File: src/wtfrm_pkg.sv
package wtfrm_pkg;

  localparam int SCAN_W    = 32;
  localparam int SENSOR_W  = 8;
  localparam int LPS_W     = 20;
  localparam int RATE_W    = 32;
  localparam int FRAC_BITS = 16;

  // Divisor constants of the two modes.
  localparam int TURN_DIVISOR   = 98;
  localparam int DIRECT_DIVISOR = 100;

  // 98 * elapsed fits in 39 bits; the partial remainder needs one bit more.
  localparam int DEN_W = SCAN_W + 7;
  localparam int REM_W = DEN_W + 1;

  localparam logic [RATE_W-1:0] RATE_SAT = '1;

  localparam int CFG_IDX_W  = 1;
  localparam int CFG_DATA_W = LPS_W;

  localparam logic [CFG_IDX_W-1:0] REG_TURN_MODE        = 1'd0;
  localparam logic [CFG_IDX_W-1:0] REG_LINES_PER_SECOND = 1'd1;

  localparam logic             TURN_MODE_RESET = 1'b1;
  localparam logic [LPS_W-1:0] LPS_RESET       = 20'd25000;

  typedef struct packed {
    logic [SCAN_W-1:0]   scan_line;
    logic [SENSOR_W-1:0] sensor_data;
  } sample_t;

  typedef struct packed {
    logic [SCAN_W-1:0] scan_line_out;
    logic [RATE_W-1:0] flow_rate;
    logic              saturated;
  } result_t;

  // One classified event on its way from the front end to the divider.
  typedef struct packed {
    logic                turn;
    logic [SCAN_W-1:0]   scan_line;
    logic [SCAN_W-1:0]   elapsed;
    logic [SENSOR_W-1:0] sensor_data;
  } task_t;

endpackage

File: src/wtfrm_front.sv
module wtfrm_front #(
  parameter int WINDOW = 16
) (
  input  logic              clk,
  input  logic              rst,
  input  logic              push,
  output logic              full,
  input  wtfrm_pkg::sample_t sample,
  input  logic              turn_mode,
  output logic              task_valid,
  input  logic              task_ready,
  output wtfrm_pkg::task_t  task_item
);
  import wtfrm_pkg::*;

  localparam int SLOT_W = $clog2(WINDOW);
  localparam logic [SLOT_W-1:0] LAST_SLOT = SLOT_W'(WINDOW - 1);

  logic [SCAN_W-1:0] ring [WINDOW];
  logic [WINDOW-1:0] filled;
  logic [SLOT_W-1:0] newest;
  logic [SLOT_W-1:0] newest_next;
  logic [SLOT_W-1:0] oldest_next;

  logic                stage_valid;
  logic                stage_turn;
  logic [SCAN_W-1:0]   stage_scan;
  logic [SENSOR_W-1:0] stage_sensor;
  logic [SCAN_W-1:0]   rd_data;
  logic                rd_filled;
  logic                accept;

  function automatic logic [SLOT_W-1:0] slot_inc(input logic [SLOT_W-1:0] s);
    slot_inc = (s == LAST_SLOT) ? '0 : s + 1'b1;
  endfunction

  assign newest_next = slot_inc(newest);
  assign oldest_next = slot_inc(newest_next);

  assign full   = stage_valid && !task_ready;
  assign accept = push && !full;

  always_ff @(posedge clk) begin
    if (rst) begin
      stage_valid <= 1'b0;
      newest      <= LAST_SLOT;
      filled      <= '0;
      rd_filled   <= 1'b0;
    end else begin
      if (accept) begin
        stage_valid <= 1'b1;
        rd_filled   <= filled[oldest_next];
        if (turn_mode) begin
          newest              <= newest_next;
          filled[newest_next] <= 1'b1;
        end
      end else if (task_ready) begin
        stage_valid <= 1'b0;
      end
    end
  end

  // Stamp ring: one registered read per accepted beat, and one write per beat accepted in turn mode.
  always_ff @(posedge clk) begin
    if (accept) begin
      stage_turn   <= turn_mode;
      stage_scan   <= sample.scan_line;
      stage_sensor <= sample.sensor_data;
      rd_data      <= ring[oldest_next];
      if (turn_mode) begin
        ring[newest_next] <= sample.scan_line;
      end
    end
  end

  // A slot never written counts as a stamp of zero: its filled bit is clear, so zero is used.
  assign task_valid            = stage_valid;
  assign task_item.turn        = stage_turn;
  assign task_item.scan_line   = stage_scan;
  assign task_item.elapsed     = stage_scan - (rd_filled ? rd_data : '0);
  assign task_item.sensor_data = stage_sensor;

endmodule

File: src/wtfrm_queue.sv
module wtfrm_queue (
  input  logic             clk,
  input  logic             rst,
  input  logic             wr_valid,
  output logic             wr_ready,
  input  wtfrm_pkg::task_t wr_item,
  output logic             rd_valid,
  input  logic             rd_take,
  output wtfrm_pkg::task_t rd_item
);
  import wtfrm_pkg::*;

  task_t      entries [2];
  logic       wptr;
  logic       rptr;
  logic [1:0] count;
  logic       do_wr;
  logic       do_rd;

  assign wr_ready = (count != 2'd2);
  assign rd_valid = (count != 2'd0);
  assign do_wr    = wr_valid && wr_ready;
  assign do_rd    = rd_take && rd_valid;
  assign rd_item  = entries[rptr];

  always_ff @(posedge clk) begin
    if (rst) begin
      wptr  <= 1'b0;
      rptr  <= 1'b0;
      count <= 2'd0;
    end else begin
      if (do_wr) begin
        wptr <= ~wptr;
      end
      if (do_rd) begin
        rptr <= ~rptr;
      end
      count <= count + {1'b0, do_wr} - {1'b0, do_rd};
    end
  end

  always_ff @(posedge clk) begin
    if (do_wr) begin
      entries[wptr] <= wr_item;
    end
  end

endmodule

File: src/wtfrm_back.sv
module wtfrm_back #(
  parameter int WINDOW = 16
) (
  input  logic                       clk,
  input  logic                       rst,
  input  logic                       task_valid,
  output logic                       task_take,
  input  wtfrm_pkg::task_t           task_item,
  input  logic [wtfrm_pkg::LPS_W-1:0] lines_per_second,
  output logic                       empty,
  input  logic                       pop,
  output wtfrm_pkg::result_t         result
);
  import wtfrm_pkg::*;

  localparam int NUM_W = FRAC_BITS + LPS_W + $clog2(WINDOW + 1);
  localparam int HI_W  = NUM_W - RATE_W;

  localparam logic [2:0] ST_IDLE  = 3'd0;
  localparam logic [2:0] ST_SETUP = 3'd1;
  localparam logic [2:0] ST_CHECK = 3'd2;
  localparam logic [2:0] ST_DIV   = 3'd3;
  localparam logic [2:0] ST_DONE  = 3'd4;

  logic [2:0]          state;
  logic                turn;
  logic [SCAN_W-1:0]   scan;
  logic [SCAN_W-1:0]   elapsed;
  logic [SENSOR_W-1:0] sensor;
  logic [NUM_W-1:0]    num;
  logic [DEN_W-1:0]    den;
  logic [REM_W-1:0]    rem;
  logic [RATE_W-1:0]   quo;
  logic [4:0]          count;
  logic                sat;
  logic                out_valid;

  logic [REM_W-1:0] num_hi;
  logic [REM_W-1:0] trial;
  logic [REM_W-1:0] den_ext;
  logic             fits;
  logic             load_out;

  assign num_hi   = REM_W'(num[NUM_W-1 -: HI_W]);
  assign den_ext  = {1'b0, den};
  assign trial    = {rem[DEN_W-1:0], quo[RATE_W-1]};
  assign fits     = (trial >= den_ext);
  assign load_out = (state == ST_DONE) && (!out_valid || pop);

  assign task_take = (state == ST_IDLE);
  assign empty     = !out_valid;

  always_ff @(posedge clk) begin
    if (rst) begin
      state     <= ST_IDLE;
      out_valid <= 1'b0;
    end else begin
      if (load_out) begin
        out_valid <= 1'b1;
      end else if (pop) begin
        out_valid <= 1'b0;
      end
      case (state)
        ST_IDLE: begin
          if (task_valid) begin
            state <= ST_SETUP;
          end
        end
        ST_SETUP: state <= ST_CHECK;
        ST_CHECK: begin
          if (num_hi >= den_ext) begin
            state <= ST_DONE;
          end else begin
            state <= ST_DIV;
          end
        end
        ST_DIV: begin
          if (count == 5'd31) begin
            state <= ST_DONE;
          end
        end
        ST_DONE: begin
          if (load_out) begin
            state <= ST_IDLE;
          end
        end
        default: state <= ST_IDLE;
      endcase
    end
  end

  // A zero elapsed time gives a zero divisor, which the overflow test
  // already catches: the quotient would not fit in 32 bits.
  always_ff @(posedge clk) begin
    case (state)
      ST_IDLE: begin
        turn    <= task_item.turn;
        scan    <= task_item.scan_line;
        elapsed <= task_item.elapsed;
        sensor  <= task_item.sensor_data;
      end
      ST_SETUP: begin
        if (turn) begin
          num <= (NUM_W'(lines_per_second) * NUM_W'(WINDOW)) << FRAC_BITS;
          den <= DEN_W'(elapsed) * DEN_W'(TURN_DIVISOR);
        end else begin
          num <= NUM_W'(sensor) << FRAC_BITS;
          den <= DEN_W'(DIRECT_DIVISOR);
        end
      end
      ST_CHECK: begin
        sat   <= (num_hi >= den_ext);
        rem   <= num_hi;
        quo   <= num[RATE_W-1:0];
        count <= '0;
      end
      ST_DIV: begin
        rem   <= fits ? trial - den_ext : trial;
        quo   <= {quo[RATE_W-2:0], fits};
        count <= count + 1'b1;
      end
      ST_DONE: begin
        if (load_out) begin
          result.scan_line_out <= scan;
          result.flow_rate     <= sat ? RATE_SAT : quo;
          result.saturated     <= sat;
        end
      end
      default: ;
    endcase
  end

endmodule

File: src/windowed_turn_flow_rate_meter_unit.sv
// An accepted beat passes the front stage, the two-entry queue and the setup, check and divide
// states of the back end before its result is registered on the result ports; when the elapsed
// time is zero or the quotient would overflow, the divider is skipped. The shared divider in the
// back end works on one beat at a time; the queue and the front stage take up to three more early.
// Reset (synchronous, active high) clears the stamp ring's valid bits, sets the
// newest slot to the last one, and loads turn mode with 25000 lines per second.
module windowed_turn_flow_rate_meter_unit #(
  parameter int WINDOW = 16
) (
  input  logic                            clk,
  input  logic                            rst,
  input  logic                            push,
  output logic                            full,
  input  wtfrm_pkg::sample_t              sample,
  output logic                            empty,
  input  logic                            pop,
  output wtfrm_pkg::result_t              result,
  input  logic                            cfg_valid,
  output logic                            cfg_ready,
  input  logic [wtfrm_pkg::CFG_IDX_W-1:0] cfg_index,
  input  logic [wtfrm_pkg::CFG_DATA_W-1:0] cfg_data
);
  import wtfrm_pkg::*;

  logic             turn_mode;
  logic [LPS_W-1:0] lines_per_second;

  logic  f_valid;
  logic  f_ready;
  task_t f_item;
  logic  q_valid;
  logic  q_take;
  task_t q_item;

  assign cfg_ready = 1'b1;

  always_ff @(posedge clk) begin
    if (rst) begin
      turn_mode        <= TURN_MODE_RESET;
      lines_per_second <= LPS_RESET;
    end else if (cfg_valid) begin
      case (cfg_index)
        REG_TURN_MODE:        turn_mode        <= cfg_data[0];
        REG_LINES_PER_SECOND: lines_per_second <= cfg_data[LPS_W-1:0];
        default: ;
      endcase
    end
  end

  wtfrm_front #(.WINDOW(WINDOW)) u_front (
    .clk        (clk),
    .rst        (rst),
    .push       (push),
    .full       (full),
    .sample     (sample),
    .turn_mode  (turn_mode),
    .task_valid (f_valid),
    .task_ready (f_ready),
    .task_item  (f_item)
  );

  wtfrm_queue u_queue (
    .clk      (clk),
    .rst      (rst),
    .wr_valid (f_valid),
    .wr_ready (f_ready),
    .wr_item  (f_item),
    .rd_valid (q_valid),
    .rd_take  (q_take),
    .rd_item  (q_item)
  );

  wtfrm_back #(.WINDOW(WINDOW)) u_back (
    .clk              (clk),
    .rst              (rst),
    .task_valid       (q_valid),
    .task_take        (q_take),
    .task_item        (q_item),
    .lines_per_second (lines_per_second),
    .empty            (empty),
    .pop              (pop),
    .result           (result)
  );

endmodule

File: config.mk
export PLATFORM = sky130hd
export DESIGN_NAME = windowed_turn_flow_rate_meter_unit
export DESIGN_NICKNAME = d
export VERILOG_FILES = /design/src/wtfrm_pkg.sv /design/src/wtfrm_front.sv /design/src/wtfrm_queue.sv /design/src/wtfrm_back.sv /design/src/windowed_turn_flow_rate_meter_unit.sv
export SDC_FILE = /design/constraint.sdc
export NUM_CORES = 1
export LEC_CHECK = 0
export BUFFER_PORTS_ARGS = -buffer_cell sky130_fd_sc_hd__buf_2
export CAP_MARGIN = 0
export CORE_ASPECT_RATIO = 1.2
export CORE_MARGIN = 2
export CORE_UTILIZATION = 55
export CTS_CLUSTER_SIZE = 8
export DETAILED_ROUTE_END_ITERATION = 10
export PLACE_DENSITY = 0.74
export SETUP_SLACK_MARGIN = 0.02
export SLEW_MARGIN = 15
export SYNTH_ARGS = -nofsm -noshare
export SYNTH_HDL_FRONTEND = slang
export SYNTH_SLANG_ARGS = --single-unit
export TNS_END_PERCENT = 100
File: constraint.sdc
create_clock -name clk -period 10 [get_ports clk]
set_input_delay 1 -clock clk [delete_from_list [all_inputs] [get_ports clk]]
set_output_delay 1 -clock clk [all_outputs]
set_load 0.03 [all_outputs]
==> qor.yml, run 1 <==
status: "complete, no violations"
hold_violations: 0
avgSynthCellArea_um2: 16.6
synth-seq-cells: 1059
fmax_ghz: 0.212
cts_resized: 0
grt_util_all_layers: 0.230
async_reset_ff_frac: 0
ir_drop_v: 0.000286
crit_chain: "ha_1 -> fa_1 -> ha_1 -> ha_1 -> fa_1 -> a21o_1 -> a21o_1 -> a211oi_1 -> o31a_1 -> o21ai_1 -> a211oi_1 -> nor2_1 -> a2111oi_0 -> nor3b_1"
grt_pass1_wl_um: 149000
holdWs_ns: 0.414
ctsLongestPathBuffers: 3
synth_edf_count: 1008
clkSinkCount: 1059
ctsHoldBuffers: 0
synth_top_area_share: 0.662
die_w_um: 267
layout_min_cycle_time_ns: 4.72
cts_made_buffers: 151
dp.final_hpwl_um: 57000
slowest_delay_ns: 0.46
critPathMaxFanout: 4
worstSetupStartpointType: "register"
yosys.area.top_type: "edfxtp_1"
synthTopCellsByArea: "edfxtp_1, mux4_2, ha_1, dfxtp_1, mux2_2"
path_clk_slew_ns: 0.05
post_cts_buffers: 0
layout.nets: 3258
root_buffer: "clkbuf_16"
final_antenna_net_count: 0
hold_path_class: "register to register"
yosysSeqAreaShare: 0.684
clk_latency_ns: 0.74
path_class: "register to register"
yosysWarnings: 0
grt_pass1_vias: 26000
r2r-end: "u_back.den[27]"
setup_tns_ns: 0
drive_gt1_frac: 0.215
stdcell_count: 4148
dr.pass1.iters: 7
htree_levels: 4
min_from: "u_back.scan[24]"
drc: 0
num_rows: 115
cp-endpoint: "u_back.den[27]"
slowest_stage: "fa_1"
fillers: 5577
min_path_cells: 0
synth_ff_type: "edfxtp_1"
crit_start: "u_back.elapsed[1]"
syn-cell-area_mm2: 0.0458
place_ws_ns: 5.36
power.density_mw_per_mm2: 339
syn_inst: 2762
period_share: 0.472
r2r_setup_slack_ns: 5.28
antenna_found_initial: 4
die-area_mm2: 0.0855
relSlewSlack: 0.246
coreArea_mm2: 0.0822
crit_required_ns: 10.44
grt_max_degree: 96
synthToLayoutAreaGrowth_pct: 14.1
power.leakage_nw: 18.5
synth_fp_nets: 3042
end_kind: "register"
synth.most_common_cell: "edfxtp_1"
grt.overflow.total: 0
critPathTopFamily: "compound AO/OA/AOI/OAI gates"
start_util: 0.557
gp_congestion: 0.858
dp.cells: 3936
num_vias: 24500
wire_per_inst_um: 23.1
crit_buf_inv: 0
num_io_pins: 134
r2r-start: "u_back.elapsed[1]"
tightest_slew_ns: 1.13
rr_worst_depth: 14
setup_violations: 0
maxCapViolCount: 0
finClkSkew_ns: 0.0637
io_buffers: 132
netlist_top_cells_count: "edfxtp_1, nand2_1, ha_1"
path_common_cell: "ha_1"
cp.arrival_ns: 5.16
p_total_w: 0.0177
drv_slew: 0
synth_cell_types: 81
cts_tree: "built"
first_iter_violations: 2051
rsz0062_at_grt: "false"
antennaDiodeCount: 0
wl_um: 95900
die-height_um: 320
setup_ws_ns: 5.28
crit_cells: 14
via_per_inst: 5.90
state kept, by name, indices dropped and copies added (netlist names), 38 cells and up:
register and flops:
u_back.rem 39, u_queue.entries 146, u_back.den 38, u_front.ring 512, u_back.result 65
worst min path at each step:
stage,slack (ns),to
after floorplan,0.40,u_back.result[33]
after global placement,0.40,u_back.result[44]
after detailed placement,0.40,u_back.result[42]
after CTS,0.40,u_front.stage_sensor[4]
after global routing,0.41,u_front.stage_sensor[4]
final,0.41,u_back.result[57]
routing by layer:
layer  vias up  global-route usage  part of all wire
met2       913               0.404              0.53
met1     12300               0.281              0.38
li1      11100                   -                 -
met5         -                   0           0.00062
met4         8              0.0878             0.031
met3       200              0.0435             0.059
worst reg2reg max path: stages, from the launching register on:
cell and delay (ns):
edfxtp_1 0.42, ha_1 0.35, fa_1 0.46, ha_1 0.31, ha_1 0.23, fa_1 0.41, a21o_1 0.17, a21o_1 0.21
a211oi_1 0.37, o31a_1 0.27, o21ai_1 0.18, a211oi_1 0.38, nor2_1 0.09, a2111oi_0 0.45, nor3b_1 0.12
metrics by stage:
step	utilization	cell area (um2)
after floorplan	-	45800
after detailed placement	0.582	47800
after global routing	0.635	52200
after global placement	0.582	47800
final	0.635	52200
after CTS	0.635	52200
report_power, final:
group          internal [W]  total, W  leakage, nW  switching [W]
Combinational       0.00306   0.00691         6.69        0.00385
Clock               0.00280   0.00465         2.08        0.00185
Sequential          0.00579   0.00614         9.71       0.000346
cells by family (layout without fill, tap and decap cells):
logic type	count (synthesis)	after routing	synth area share
buffers and inverters	204	479	0.0184
AO/OA/AOI/OAI	326	326	0.0467
AND/OR/NAND/NOR	590	590	0.0626
adder cells (fa/ha/maj)	214	214	0.0633
other	1	1	0.0000820
XOR/XNOR	93	93	0.0178
flip-flops	1059	1059	0.684
multiplexers	275	275	0.107
final cells by class:
class,instances,area (um2),area share
clock buffers,195,3950,0.0757
clock inverters,17,409,0.00784
inverters,101,379,0.00726
multi-input cells,1499,13900,0.265
flip-flops and latches,1059,31300,0.600
well taps,1111,1390,0.0266
repair buffers,166,916,0.0175
placed cells by master, fill, tap and decap left out, drive strengths merged, types with 54 or more instances in the layout:
cell type,synthesis,layout
ha,185,185
xnor2,64,64
a21oi,109,109
edfxtp,1008,1008
mux2,77,77
and2,54,54
mux4,165,165
clkbuf,82,195
nand2,197,197
o21ai,61,61
inv,101,105
nor2,136,136
buf,21,166
Note: power is estimated with default switching activity, not from simulation.
==> run 2, diff against run 1 <==
PLACE_DENSITY = 0.77   (was 0.74)
clock period = 3.8 ns   (was 10 ns; I/O delays follow)
==> run 2 against run 1 <==
  * The flow now finishes with violations (setup timing)
  * Sequential power grew to 2.6 times the previous value
  * Non-clock buffer count grew 132
  * Combinational power rose to 3.3 times the previous value
  * Maximum frequency is 16% higher
  * Sequential cell count is the same
  * Register-to-register slack worse by 5.6 ns
  * Final cell count up 3.2%
  * Critical path type unchanged
  * Clock skew shrank 0.022 ns
  * Clock power rose to 2.6 times the previous value
  * Worst hold slack worse by 0.38 ns
  * Cell area rose by 3.2%
  * First-iteration DRC count rose by 17%
==> qor.yml, run 2 (synthesis results as in run 1) <==
status: "complete, but fails checks"  # was complete, no violations
failed_checks: "setup timing"
highest_layer: "met5"  # unchanged
power.share.switching: 0.345  # was 0.342
fin_area_mm2: 0.0539  # was 0.0522 mm2
largest_reg_flops: 512  # unchanged
cts_made_buffers: 151  # unchanged
wl_met3_um: 6720  # was 5620 um
layout_min_cycle_time_ns: 4.07  # was 4.72 ns
grt_max_degree: 95  # was 96
synthToLayoutAreaGrowth_pct: 17.7  # was 14.1%
setup_ws_ns: -0.272  # was 5.28 ns
grt_pass1_wl_um: 155000  # was 149000 um
num_io_pins: 134  # unchanged
power.density_mw_per_mm2: 948  # was 339 mW/mm2
hold_violations: 0  # unchanged
grt_pass1_vias: 26800  # was 26000
via_per_inst: 5.94  # was 5.90
wl_met2_um: 52500  # was 50600 um
multiInputGateArea_mm2: 0.0142  # was 0.0139 mm2
path_clk_slew_ns: 0.05  # about the same
start_util: 0.557  # unchanged
root_buffer: "clkbuf_16"  # unchanged
gp_congestion: 0.866  # was 0.858
power.leakage_nw: 19.2  # was 18.5 nW
drv_slew: 0  # unchanged
final_antenna_net_count: 0  # unchanged
crit_buf_inv: 0  # unchanged
hold_path_class: "input pin to register"  # was register to register
wl_um: 101000  # was 95900 um
fmax_ghz: 0.246  # was 0.212 GHz
maxCapViolCount: 0  # unchanged
fillers: 5329  # was 5577
num_vias: 25400  # was 24500
grt_util_all_layers: 0.241  # was 0.230
htree_levels: 4  # unchanged
utilization: 0.655  # was 0.635
rsz0062_at_grt: "true"  # was false
die-height_um: 320  # unchanged
first_iter_violations: 2399  # was 2051
dr.pass1.iters: 5  # was 7
clockPowerShare: 0.238  # was 0.263
ff_latch_area_mm2: 0.0313  # unchanged
layout.nets: 3390  # was 3258
ctsLongestPathBuffers: 3  # unchanged
worstSetupStartpointType: "register"  # unchanged
tightest_slew_ns: 1.13  # about the same
relSlewSlack: 0.248  # was 0.246
combPwrFrac: 0.445  # was 0.390
io_buffers: 132  # unchanged
p_int_w: 0.0334  # was 0.0117 W
die_w_um: 267  # unchanged
finClkSkew_ns: 0.0417  # was 0.0637 ns
antenna_found_initial: 5  # was 4
critPathTopFamily: "adder cells"  # was compound AO/OA/AOI/OAI gates
setup_violations: 12  # was 0
coreArea_mm2: 0.0822  # unchanged
clk_latency_ns: 0.74  # about the same
wl_met1_um: 37300  # was 36700 um
slowest_delay_ns: 0.55  # was 0.46 ns
grt.overflow.total: 0  # unchanged
largest-register: "u_front.ring"  # unchanged
cp.arrival_ns: 4.64  # was 5.16 ns
final_common_cell: "edfxtp_1"  # unchanged
p_sw_w: 0.0176  # was 0.00605 W
crit_required_ns: 4.37  # was 10.44 ns
dp.final_hpwl_um: 58900  # was 57000 um
ir_drop_v: 0.000911  # was 0.000286 V
cts_tree: "built"  # unchanged
die-area_mm2: 0.0855  # unchanged
wire_per_inst_um: 23.5  # was 23.1 um
drc: 0  # unchanged
final_cell_mix: "edfxtp_1, nand2_1, ha_1"  # unchanged
end_kind: "register"  # unchanged
placed_area_mm2: 0.0487  # was 0.0478 mm2
drive_gt1_frac: 0.246  # was 0.215
slowest_stage: "fa_1"  # unchanged
reg_top3: "u_front.ring x512, u_queue.entries x146, u_back.result x65"  # unchanged
critPathMaxFanout: 4  # unchanged
r2r_setup_slack_ns: -0.27  # was 5.28 ns
path_class: "register to register"  # unchanged
clkSinkCount: 1059  # unchanged
period_share: 1.07  # was 0.472
crit_chain: "ha_1 -> fa_1 -> ha_4 -> ha_4 -> fa_2 -> a21o_1 -> a21o_1 -> a211oi_2 -> o31a_1 -> o21ai_2 -> a211oi_2 -> nor2_2 -> a221o_1 -> a21oi_2 -> mux2i_1"  # was ha_1 -> fa_1 -> ha_1 -> ha_1 -> fa_1 -> a21o_1 -> a21o_1 -> a211oi_1 -> o31a_1 -> o21ai_1 -> a211oi_1 -> nor2_1 -> a2111oi_0 -> nor3b_1
num_rows: 115  # unchanged
power_frac_seq: 0.317  # was 0.347
## run 2: changes by cell type in the layout (fill, tap and decap cells not counted), moves of 6 or more
cell and change:
a21oi_1 -8, a21oi_2 +6, buf_12 +22, buf_4 +56, dlygate4sd3_1 +50, ha_1 -11, ha_4 +10
## run 2: worst paths after layout
kind,from,endpoint,depth (start not counted)
worst max-delay path,u_back.elapsed[2],u_back.den[37],15
worst min-delay path,sample[38],u_front.ring[0][30],1
worst max register to register,u_back.elapsed[2],u_back.den[37],15
worst min register to register,u_back.scan[18],u_back.result[51],0
## run 2: timing repair
item	CTS	global route
gates resized for setup	16	30
setup buffers	7	11
setup endpoints to repair	15	22
pin swaps	4	16
endpoints found under the hold margin	229	0
hold buffers	50	0
## run 2: worst register-to-register path: stages, from the launching register on
cell and delay (ns):
edfxtp_1 0.42, ha_1 0.34, fa_1 0.55, ha_4 0.22, ha_4 0.16, fa_2 0.36
a21o_1 0.16, a21o_1 0.17, a211oi_2 0.22, o31a_1 0.20, o21ai_2 0.09, a211oi_2 0.29
nor2_2 0.11, a221o_1 0.32, a21oi_2 0.13, mux2i_1 0.19
## run 2: per-stage QoR
stage          setup slack, ns  hold WS (ns)  power (W)  setup TNS (ns)  instances
2_1_floorplan          -0.0970         0.400     0.0308         -0.0970       2762
3_3_place_gp            -0.246         0.404     0.0361           -1.56       4003
3_5_place_dp            -0.310         0.405     0.0365           -2.21       4003
4_1_cts                 -0.229       0.00112     0.0497          -0.917       4269
5_1_grt                 -0.475        0.0282     0.0543           -4.23       4281
6_report                -0.272        0.0367     0.0510           -1.68       4281
## run 2: layer usage
| layer | vias up | GRT usage |
|---|---|---|
| met5 | - | 0 |
| met4 | 4 | 0.109 |
| met3 | 283 | 0.0464 |
| met2 | 1101 | 0.418 |
| met1 | 12700 | 0.291 |
| li1 | 11300 | - |
## run 2: power groups by stage
| stage | sequential (W) | clock (W) | combinational [W] |
|---|---|---|---|
| 2_1_floorplan | 0.0159 | 0 | 0.0149 |
| 3_3_place_gp | 0.0163 | 0 | 0.0198 |
| 3_5_place_dp | 0.0164 | 0 | 0.0201 |
| 4_1_cts | 0.0162 | 0.0123 | 0.0212 |
| 5_1_grt | 0.0163 | 0.0128 | 0.0252 |
| 6_report | 0.0162 | 0.0121 | 0.0227 |
## run 2: area by class of cell
| type | instances | share of cell area |
|---|---|---|
| Tap cell | 1111 | 0.0258 |
| Inverter | 101 | 0.00704 |
| Clock buffer | 194 | 0.0736 |
| Sequential cell | 1059 | 0.581 |
| Timing Repair Buffer | 298 | 0.0431 |
| Multi-Input combinational cell | 1499 | 0.264 |
| Antenna cell | 3 | 0.000139 |
| Clock inverter | 16 | 0.00560 |
